File: src/rtl/dwm_pkg.sv
// Package for the decimal word machine.
// Holds character, action, status, opcode and state definitions; no dependencies.
package dwm_pkg;

    localparam logic [7:0]  CH_SPACE = 8'h20;
    localparam logic [7:0]  CH_ZERO  = 8'h30;
    localparam logic [7:0]  CH_NINE  = 8'h39;
    localparam logic [7:0]  CH_G     = 8'h47;
    localparam logic [7:0]  CH_D     = 8'h44;
    localparam logic [7:0]  CH_P     = 8'h50;
    localparam logic [7:0]  CH_H     = 8'h48;
    localparam logic [7:0]  CH_L     = 8'h4C;
    localparam logic [7:0]  CH_R     = 8'h52;
    localparam logic [7:0]  CH_S     = 8'h53;
    localparam logic [7:0]  CH_C     = 8'h43;
    localparam logic [7:0]  CH_B     = 8'h42;
    localparam logic [7:0]  CH_T     = 8'h54;
    localparam logic [31:0] SPACES   = {4{CH_SPACE}};
    localparam logic [6:0]  TEN      = 7'd10;

    localparam logic [1:0] ACT_NEW   = 2'd0;
    localparam logic [1:0] ACT_WRITE = 2'd1;
    localparam logic [1:0] ACT_STEP  = 2'd2;

    typedef enum logic [2:0] {
        ST_DONE     = 3'd0,
        ST_READ_REQ = 3'd1,
        ST_PAGE     = 3'd2,
        ST_HALTED   = 3'd3,
        ST_UNKNOWN  = 3'd4,
        ST_BAD_ADDR = 3'd5,
        ST_NOT_RUN  = 3'd6
    } status_t;

    typedef enum logic [2:0] {
        OP_UNKNOWN,
        OP_GD,
        OP_PD,
        OP_HALT,
        OP_LR,
        OP_SR,
        OP_CR,
        OP_BT
    } op_t;

    typedef enum logic [2:0] {
        S_IDLE,
        S_FETCH,
        S_DECODE,
        S_OPERAND,
        S_PAGE_RD,
        S_PAGE_CAP,
        S_EMIT
    } state_t;

    function automatic op_t decode_op(input logic [7:0] c0, input logic [7:0] c1);
        op_t op;
        if (c0 == CH_G && c1 == CH_D)      op = OP_GD;
        else if (c0 == CH_P && c1 == CH_D) op = OP_PD;
        else if (c0 == CH_H)               op = OP_HALT;
        else if (c0 == CH_L && c1 == CH_R) op = OP_LR;
        else if (c0 == CH_S && c1 == CH_R) op = OP_SR;
        else if (c0 == CH_C && c1 == CH_R) op = OP_CR;
        else if (c0 == CH_B && c1 == CH_T) op = OP_BT;
        else                               op = OP_UNKNOWN;
        return op;
    endfunction

    function automatic logic is_digit(input logic [7:0] c);
        return (c >= CH_ZERO) && (c <= CH_NINE);
    endfunction

endpackage

File: src/rtl/decimal_word_machine_cpu_top.sv
// Top level of the decimal word machine: sequencer, registers and word memory.
// Depends on dwm_pkg and dwm_ram.
//
// Input channel s_*: s_tuser carries the action (new job, write word, step).
// A new-job or write transaction gives no result.
// A step gives one result on m_*: fetch, then decode and emit for most
// instructions, with an operand read before emit for LR and CR; PD gives
// one result per page word (page read, capture, emit), each word held in the
// sequencer until the output register is free. The registered read of the
// word memory sets these steps; no new transaction is taken until a step ends.
// The output register holds a result until m_tready; while it is full and
// m_tready is low the sequencer waits before loading the next result.
// Reset (and a new job) marks every word invalid so that it reads as four
// spaces; registers return to spaces/zero and the machine is stopped until
// a new-job transaction.
// m_tlast marks the final result of a step; m_tuser carries the status.
module decimal_word_machine_cpu_top #(
    parameter int MEM_WORDS  = 100,
    parameter int PAGE_WORDS = 10
) (
    input  logic        clk,
    input  logic        rst_n,
    input  logic        s_tvalid,
    output logic        s_tready,
    input  logic [39:0] s_tdata,   // address[6:0], word[38:7], zero fill
    input  logic [1:0]  s_tuser,   // action[1:0]
    output logic        m_tvalid,
    input  logic        m_tready,
    output logic [47:0] m_tdata,   // data_word[31:0], operand_address[38:32],
                                   // counter[45:39], compare_flag[46], zero fill
    output logic [2:0]  m_tuser,   // status[2:0]
    output logic        m_tlast
);

    localparam int         AW      = $clog2(MEM_WORDS);
    localparam int         CW      = $clog2(PAGE_WORDS + 1);
    localparam logic [6:0] MEM_LIM = 7'(MEM_WORDS);
    localparam logic [7:0] MEM_LIM8 = 8'(MEM_WORDS);
    localparam logic [7:0] PAGE8   = 8'(PAGE_WORDS);
    localparam logic [CW-1:0] PAGE_LAST = CW'(PAGE_WORDS - 1);

    dwm_pkg::state_t  state_reg, state_next;
    logic             running_reg, running_next;
    logic [31:0]      acc_reg, acc_next;
    logic [31:0]      instr_reg, instr_next;
    logic [6:0]       pc_reg, pc_next;
    logic             eq_reg, eq_next;
    logic [MEM_WORDS-1:0] valid_reg, valid_next;
    logic             rd_valid_reg;
    dwm_pkg::status_t res_status_reg, res_status_next;
    logic [31:0]      res_data_reg, res_data_next;
    logic [6:0]       res_oaddr_reg, res_oaddr_next;
    logic             res_last_reg, res_last_next;
    logic [6:0]       page_base_reg, page_base_next;
    logic [CW-1:0]    page_cnt_reg, page_cnt_next;
    logic             m_tvalid_reg, m_tvalid_next;
    logic [47:0]      m_tdata_reg, m_tdata_next;
    dwm_pkg::status_t m_tuser_reg, m_tuser_next;
    logic             m_tlast_reg, m_tlast_next;

    logic             ram_we;
    logic [AW-1:0]    ram_waddr;
    logic [31:0]      ram_wdata;
    logic [AW-1:0]    ram_raddr;
    logic [31:0]      ram_rdata;
    logic [31:0]      rdata_eff;

    logic [1:0]       in_action;
    logic [6:0]       in_addr;
    logic [31:0]      in_word;
    logic [7:0]       c0, c1, c2, c3, d2, d3;
    logic [6:0]       op_addr;
    logic             digits_ok;
    dwm_pkg::op_t     op;
    logic [6:0]       page_addr;

    assign in_action = s_tuser;
    assign in_addr   = s_tdata[6:0];
    assign in_word   = s_tdata[38:7];

    assign c0 = instr_reg[31:24];
    assign c1 = instr_reg[23:16];
    assign c2 = instr_reg[15:8];
    assign c3 = instr_reg[7:0];
    assign d2 = c2 - dwm_pkg::CH_ZERO;
    assign d3 = c3 - dwm_pkg::CH_ZERO;
    assign op_addr   = {3'b000, d2[3:0]} * dwm_pkg::TEN + {3'b000, d3[3:0]};
    assign digits_ok = dwm_pkg::is_digit(c2) && dwm_pkg::is_digit(c3);
    assign op        = dwm_pkg::decode_op(c0, c1);
    assign page_addr = page_base_reg + 7'(page_cnt_reg);
    assign rdata_eff = rd_valid_reg ? ram_rdata : dwm_pkg::SPACES;

    assign s_tready = (state_reg == dwm_pkg::S_IDLE);
    assign m_tvalid = m_tvalid_reg;
    assign m_tdata  = m_tdata_reg;
    assign m_tuser  = m_tuser_reg;
    assign m_tlast  = m_tlast_reg;

    dwm_ram #(
        .WIDTH(32),
        .DEPTH(MEM_WORDS)
    ) u_mem (
        .clk  (clk),
        .we   (ram_we),
        .waddr(ram_waddr),
        .wdata(ram_wdata),
        .raddr(ram_raddr),
        .rdata(ram_rdata)
    );

    always_ff @(posedge clk or negedge rst_n)
    begin
        if (!rst_n)
        begin
            state_reg    <= dwm_pkg::S_IDLE;
            running_reg  <= 1'b0;
            acc_reg      <= dwm_pkg::SPACES;
            instr_reg    <= dwm_pkg::SPACES;
            pc_reg       <= '0;
            eq_reg       <= 1'b0;
            valid_reg    <= '0;
            page_cnt_reg <= '0;
            m_tvalid_reg <= 1'b0;
        end
        else
        begin
            state_reg    <= state_next;
            running_reg  <= running_next;
            acc_reg      <= acc_next;
            instr_reg    <= instr_next;
            pc_reg       <= pc_next;
            eq_reg       <= eq_next;
            valid_reg    <= valid_next;
            page_cnt_reg <= page_cnt_next;
            m_tvalid_reg <= m_tvalid_next;
        end
    end

    always_ff @(posedge clk)
    begin
        rd_valid_reg   <= valid_reg[ram_raddr];
        res_status_reg <= res_status_next;
        res_data_reg   <= res_data_next;
        res_oaddr_reg  <= res_oaddr_next;
        res_last_reg   <= res_last_next;
        page_base_reg  <= page_base_next;
        m_tdata_reg    <= m_tdata_next;
        m_tuser_reg    <= m_tuser_next;
        m_tlast_reg    <= m_tlast_next;
    end

    always_comb
    begin
        state_next      = state_reg;
        running_next    = running_reg;
        acc_next        = acc_reg;
        instr_next      = instr_reg;
        pc_next         = pc_reg;
        eq_next         = eq_reg;
        valid_next      = valid_reg;
        res_status_next = res_status_reg;
        res_data_next   = res_data_reg;
        res_oaddr_next  = res_oaddr_reg;
        res_last_next   = res_last_reg;
        page_base_next  = page_base_reg;
        page_cnt_next   = page_cnt_reg;
        m_tvalid_next   = m_tvalid_reg && !m_tready;
        m_tdata_next    = m_tdata_reg;
        m_tuser_next    = m_tuser_reg;
        m_tlast_next    = m_tlast_reg;
        ram_we          = 1'b0;
        ram_waddr       = in_addr[AW-1:0];
        ram_wdata       = in_word;
        ram_raddr       = pc_reg[AW-1:0];

        case (state_reg)
            dwm_pkg::S_IDLE:
            begin
                if (s_tvalid)
                begin
                    case (in_action)
                        dwm_pkg::ACT_NEW:
                        begin
                            valid_next   = '0;
                            acc_next     = dwm_pkg::SPACES;
                            instr_next   = dwm_pkg::SPACES;
                            pc_next      = '0;
                            eq_next      = 1'b0;
                            running_next = 1'b1;
                        end
                        dwm_pkg::ACT_WRITE:
                        begin
                            if (in_addr < MEM_LIM)
                            begin
                                ram_we = 1'b1;
                                valid_next[in_addr[AW-1:0]] = 1'b1;
                            end
                        end
                        dwm_pkg::ACT_STEP:
                        begin
                            res_data_next  = acc_reg;
                            res_oaddr_next = '0;
                            res_last_next  = 1'b1;
                            if (!running_reg)
                            begin
                                res_status_next = dwm_pkg::ST_NOT_RUN;
                                state_next      = dwm_pkg::S_EMIT;
                            end
                            else if (pc_reg >= MEM_LIM)
                            begin
                                running_next    = 1'b0;
                                res_status_next = dwm_pkg::ST_BAD_ADDR;
                                state_next      = dwm_pkg::S_EMIT;
                            end
                            else
                            begin
                                state_next = dwm_pkg::S_FETCH;
                            end
                        end
                        default:
                        begin
                        end
                    endcase
                end
            end

            dwm_pkg::S_FETCH:
            begin
                instr_next = rdata_eff;
                pc_next    = pc_reg + 7'd1;
                state_next = dwm_pkg::S_DECODE;
            end

            dwm_pkg::S_DECODE:
            begin
                ram_raddr       = op_addr[AW-1:0];
                ram_waddr       = op_addr[AW-1:0];
                ram_wdata       = acc_reg;
                res_data_next   = acc_reg;
                res_oaddr_next  = '0;
                res_last_next   = 1'b1;
                res_status_next = dwm_pkg::ST_DONE;
                state_next      = dwm_pkg::S_EMIT;
                if (op == dwm_pkg::OP_UNKNOWN)
                begin
                    res_status_next = dwm_pkg::ST_UNKNOWN;
                end
                else if (op == dwm_pkg::OP_HALT)
                begin
                    running_next    = 1'b0;
                    res_status_next = dwm_pkg::ST_HALTED;
                end
                else if (!digits_ok || op_addr >= MEM_LIM ||
                         (op == dwm_pkg::OP_PD &&
                          ({1'b0, op_addr} + PAGE8) > MEM_LIM8))
                begin
                    running_next    = 1'b0;
                    res_status_next = dwm_pkg::ST_BAD_ADDR;
                end
                else
                begin
                    res_oaddr_next = op_addr;
                    case (op)
                        dwm_pkg::OP_GD:
                        begin
                            res_status_next = dwm_pkg::ST_READ_REQ;
                        end
                        dwm_pkg::OP_PD:
                        begin
                            page_base_next = op_addr;
                            page_cnt_next  = '0;
                            state_next     = dwm_pkg::S_PAGE_RD;
                        end
                        dwm_pkg::OP_LR, dwm_pkg::OP_CR:
                        begin
                            state_next = dwm_pkg::S_OPERAND;
                        end
                        dwm_pkg::OP_SR:
                        begin
                            ram_we = 1'b1;
                            valid_next[op_addr[AW-1:0]] = 1'b1;
                        end
                        dwm_pkg::OP_BT:
                        begin
                            if (eq_reg)
                            begin
                                pc_next = op_addr;
                            end
                        end
                        default:
                        begin
                        end
                    endcase
                end
            end

            dwm_pkg::S_OPERAND:
            begin
                if (op == dwm_pkg::OP_LR)
                begin
                    acc_next      = rdata_eff;
                    res_data_next = rdata_eff;
                end
                else
                begin
                    eq_next = (acc_reg == rdata_eff);
                end
                state_next = dwm_pkg::S_EMIT;
            end

            dwm_pkg::S_PAGE_RD:
            begin
                ram_raddr  = page_addr[AW-1:0];
                state_next = dwm_pkg::S_PAGE_CAP;
            end

            dwm_pkg::S_PAGE_CAP:
            begin
                res_status_next = dwm_pkg::ST_PAGE;
                res_data_next   = rdata_eff;
                res_oaddr_next  = page_addr;
                res_last_next   = (page_cnt_reg == PAGE_LAST);
                state_next      = dwm_pkg::S_EMIT;
            end

            dwm_pkg::S_EMIT:
            begin
                if (!m_tvalid_reg || m_tready)
                begin
                    m_tvalid_next = 1'b1;
                    m_tdata_next  = {1'b0, eq_reg, pc_reg, res_oaddr_reg, res_data_reg};
                    m_tuser_next  = res_status_reg;
                    m_tlast_next  = res_last_reg;
                    if (res_last_reg)
                    begin
                        state_next = dwm_pkg::S_IDLE;
                    end
                    else
                    begin
                        page_cnt_next = page_cnt_reg + CW'(1);
                        state_next    = dwm_pkg::S_PAGE_RD;
                    end
                end
            end

            default:
            begin
                state_next = dwm_pkg::S_IDLE;
            end
        endcase
    end

endmodule

File: src/rtl/dwm_ram.sv
// Generic simple dual-port RAM: one write port, one read port, registered read.
// No dependencies.
module dwm_ram #(
    parameter int WIDTH = 32,
    parameter int DEPTH = 100,
    localparam int AW   = $clog2(DEPTH)
) (
    input  logic             clk,
    input  logic             we,
    input  logic [AW-1:0]    waddr,
    input  logic [WIDTH-1:0] wdata,
    input  logic [AW-1:0]    raddr,
    output logic [WIDTH-1:0] rdata
);

    logic [WIDTH-1:0] mem [DEPTH];

    always_ff @(posedge clk)
    begin
        if (we)
        begin
            mem[waddr] <= wdata;
        end
        rdata <= mem[raddr];
    end

endmodule

File: config.mk
export PLATFORM = sky130hd
export DESIGN_NAME = decimal_word_machine_cpu_top
export DESIGN_NICKNAME = d
export VERILOG_FILES = /design/src/rtl/dwm_pkg.sv /design/src/rtl/decimal_word_machine_cpu_top.sv /design/src/rtl/dwm_ram.sv
export SDC_FILE = /design/constraint.sdc
export NUM_CORES = 2
export LEC_CHECK = 0
export ABC_AREA = 1
export BUFFER_PORTS_ARGS = -buffer_cell sky130_fd_sc_hd__buf_2
export CORE_ASPECT_RATIO = 0.7
export CORE_UTILIZATION = 65
export DETAILED_ROUTE_END_ITERATION = 12
export PLACE_DENSITY_LB_ADDON = 0.2
export SYNTH_ARGS = -nofsm -noshare
export SYNTH_HDL_FRONTEND = slang
export SYNTH_SLANG_ARGS = --single-unit
File: constraint.sdc
create_clock -name clk -period 10.7 [get_ports clk]
set_input_delay 1.07 -clock clk [delete_from_list [all_inputs] [get_ports clk]]
set_output_delay 1.07 -clock clk [all_outputs]
set_load 0.03 [all_outputs]
==> impl_metrics.env <==
export IMPL_synth_adder_area_share=0.00203
export IMPL_path_clk_slew_ns=0.06
export IMPL_root_buffer="clkbuf_16"
export IMPL_std_cell_rows=145
export IMPL_grt_start_max_net_pins=214
export IMPL_critical_path_top_delay_family="simple AND/OR/NAND/NOR gates"
export IMPL_layout_drive_gt1_share=0.0742
export IMPL_path_cells="nor2_4, nand2_4, inv_2, o21ai_0, inv_1, nor2_1, nand2_1, nor2_4"
export IMPL_vias=103784
export IMPL_synth_edf_count=3301
export IMPL_drv_slew=0
export IMPL_place_gp_congestion=0.937
export IMPL_cellLeakagePower_uw=0.0580
export IMPL_cts_sinks=3515
export IMPL_ys_warn_count=0
export IMPL_io_pins=100
export IMPL_synth_seq_cells=3515
export IMPL_cp_max_fo=50
export IMPL_synth_top_family_by_area="simple AND/OR/NAND/NOR gates"
export IMPL_synthMuxAreaShare=0
export IMPL_ys_seq_area_frac=0.712
export IMPL_cp_common_cell="nor2_4"
export IMPL_grt_usage=0.366
export IMPL_synth_compound_area_frac=0.0259
export IMPL_crit_type="flip-flop to flip-flop"
export IMPL_dp_final_hpwl_um=226000
export IMPL_ir_drop_mv=0.437
export IMPL_antenna_found_initial=21
export IMPL_fillerInstances=14652
export IMPL_worstSetupStartpointType="flip-flop"
export IMPL_syn_nets=12963
export IMPL_fin_ws_ns=4.56
export IMPL_syn2layout_area_growth_pct=9.39
export IMPL_tightest_slew_ns=1.39
export IMPL_grt_overflow=0
export IMPL_async_flop_share=0.0515
export IMPL_critPathCaptureType="flip-flop"
export IMPL_fin_setup_tns_ns=0
export IMPL_worstPathRequired_ns=11.18
export IMPL_drt_pass1_iter_count=10
export IMPL_post_cts_setup_buffers=0
export IMPL_drtIter0Drc=18019
export IMPL_period_needed_ns=6.14
export IMPL_synth_xor_area_share=0.00149
export IMPL_cts_inserted_buffers=323
export IMPL_cp_arrival_ns=6.62
export IMPL_wl_per_cell_um=26.5
export IMPL_grt_pass1_wl_um=615000
export IMPL_synth_top_area_cell="edfxtp_1"
export IMPL_crit_slowest_cell="nor2_4"
export IMPL_yosys_area_top_type_share=0.676
export IMPL_ys_top_cells_by_area="edfxtp_1 68%, nand3_1 11%, nand2_1 8.9%"
export IMPL_cts_resized=0
export IMPL_dominantRegCellSynth="edfxtp_1"
export IMPL_grt_pass1_vias=97262
export IMPL_synth_cells=12895
export IMPL_critPathBufInv=2
export IMPL_clk_path_buf_depth=4
export IMPL_clkLatencyLatePin_ns=0.89
export IMPL_vias_per_cell=6.51
export IMPL_power_density_nw_per_um2=308
export IMPL_multiInputGateArea_um2=37400
export IMPL_status="finished clean"
export IMPL_yosysMostFrequentCell="nand2_1"
export IMPL_core_um2=224000
export IMPL_die_area_um2=227000
export IMPL_finClkSkew_ns=0.0442
export IMPL_setup_viol=0
export IMPL_place_worst_setup_slack_ns=4.92
export IMPL_synthSimpleGateAreaFrac=0.217
export IMPL_rsz0062_at_grt="false"
export IMPL_max_cap_violations=0
export IMPL_route_detailed_drc=0
export IMPL_layout_nets=12748
export IMPL_ys_types=48
export IMPL_htreeDepth=5
export IMPL_tritoncts="done"
export IMPL_die_w_um=570
export IMPL_cts_hold_buf=0
export IMPL_hold_slack_ns=0.331
export IMPL_max_stage_delay_ns=1.22
export IMPL_synth_commonest_cells="3456 x nand2_1, 3354 x nand3_1, 3301 x edfxtp_1"
export IMPL_initial_core_util=0.656
export IMPL_hold_path_class="primary input to asynchronous set/reset pin"
export IMPL_drt_total_wl_um=423000
export IMPL_finalHoldViolCount=0
export IMPL_netlist_area_um2=147000
export IMPL_antenna_left=0
export IMPL_relSlewSlack=0.0709
export IMPL_dieHeight_um=399
export IMPL_fin_crit_sh=0.574
export IMPL_syn_avg_cell_area_um2=11.4
export IMPL_clock_fmax_mhz=163
export IMPL_largest_reg_flops=3200
export IMPL_portBuffers=97
export IMPL_seq_area_um2=104000
## routing by layer
metal	vias up	wire [um]	GRT usage
li1	44982	-	-
met1	49946	153000	0.513
met2	7675	183000	0.533
met3	1173	64800	0.108
met4	8	21500	0.170
met5	-	55	0
## layout by cell type (no fill, tap or decap), types with 6 or more instances in the layout
master / instances
inv_6: 8
o21ai_4: 32
nand3b_1: 63
dfxtp_1: 33
dfrtp_1: 173
nor3_1: 10
a32o_1: 30
inv_2: 9
inv_1: 548
clkinvlp_4: 10
o21ai_0: 309
nand3_2: 9
nor4_1: 8
buf_2: 96
buf_4: 195
bufinv_16: 28
nor2_4: 108
buf_12: 24
edfxtp_1: 3301
o22ai_1: 53
nor2_1: 209
clkbuf_1: 65
clkbuf_16: 336
nand2_2: 6
clkinv_1: 61
ha_1: 19
xor2_1: 25
clkinv_2: 59
dfstp_2: 8
nand3_1: 3345
nand2_1: 3452
nand4_1: 15
o211ai_1: 73
or2_2: 6
a21oi_1: 162
## stage by stage
| stage | cells | total power (uW) | utilization | area, um2 |
|---|---|---|---|---|
| after global placement | 15368 | 36700 | 0.671 | 150000 |
| final | 15948 | 49400 | 0.717 | 160000 |
| after floorplan | 12895 | 29700 | - | 147000 |
| after global routing | 15945 | 50900 | 0.717 | 160000 |
| after CTS | 15944 | 48500 | 0.717 | 160000 |
| after detailed placement | 15368 | 37100 | 0.671 | 150000 |
## kinds of logic (layout without fill, tap and decap cells)
group,count (synthesis),in the layout
AO/OA/AOI/OAI,672,672
XOR/XNOR,25,25
adder cells (fa/ha/maj),22,22
buffers and inverters,1417,1453
flip-flops,3515,3515
other,1,5
AND/OR/NAND/NOR,7243,7243
## worst reg2reg max path, cell delays in order (launching register included)
cell	delay (ns)
dfrtp_1	0.54
nor2_4	0.08
nand2_4	0.62
inv_2	0.49
o21ai_0	0.88
inv_1	0.15
nor2_1	0.98
nand2_1	0.79
nor2_4	1.22
## report_power, final
part / total [uW] / internal, uW / switching (uW)
Combinational: 21000 / 4740 / 16200
Clock: 11500 / 6450 / 5020
Sequential: 16900 / 16700 / 176
Total: 49400 / 27900 / 21400
## cell type report
| cell class | count | area share |
|---|---|---|
| antenna | 4 | 0.0000624 |
| tap | 3013 | 0.0235 |
| multi-input combinational | 7963 | 0.233 |
| sequential | 3515 | 0.651 |
| inverter | 561 | 0.0133 |
| timing repair buffer | 316 | 0.0152 |
| clock buffer | 405 | 0.0543 |
| clock inverter | 171 | 0.00979 |
## final timing paths
| path | startpoint | endpoint | slack (ns) | depth (start not counted) |
|---|---|---|---|---|
| min in group clk | res_data_reg[10]$_DFFE_PP_ | m_tdata[10]$_DFFE_PP_ | 0.42 | 0 |
| max in group asynchronous | rst_n | valid_reg[50]$_DFFE_PN0P_ | 8.60 | 2 |
| max | state_reg[2]$_DFFE_PN0P_ | u_mem.mem[16][1]$_DFFE_PP_ | 4.56 | 8 |
| max reg2reg | state_reg[2]$_DFFE_PN0P_ | u_mem.mem[16][1]$_DFFE_PP_ | 4.56 | 8 |
| min | rst_n | acc_reg[14]$_DFFE_PN0P_ | 0.33 | 1 |
| min reg2reg | res_data_reg[10]$_DFFE_PP_ | m_tdata[10]$_DFFE_PP_ | 0.42 | 0 |
No activity file was read; power rests on OpenSTA's default activity.
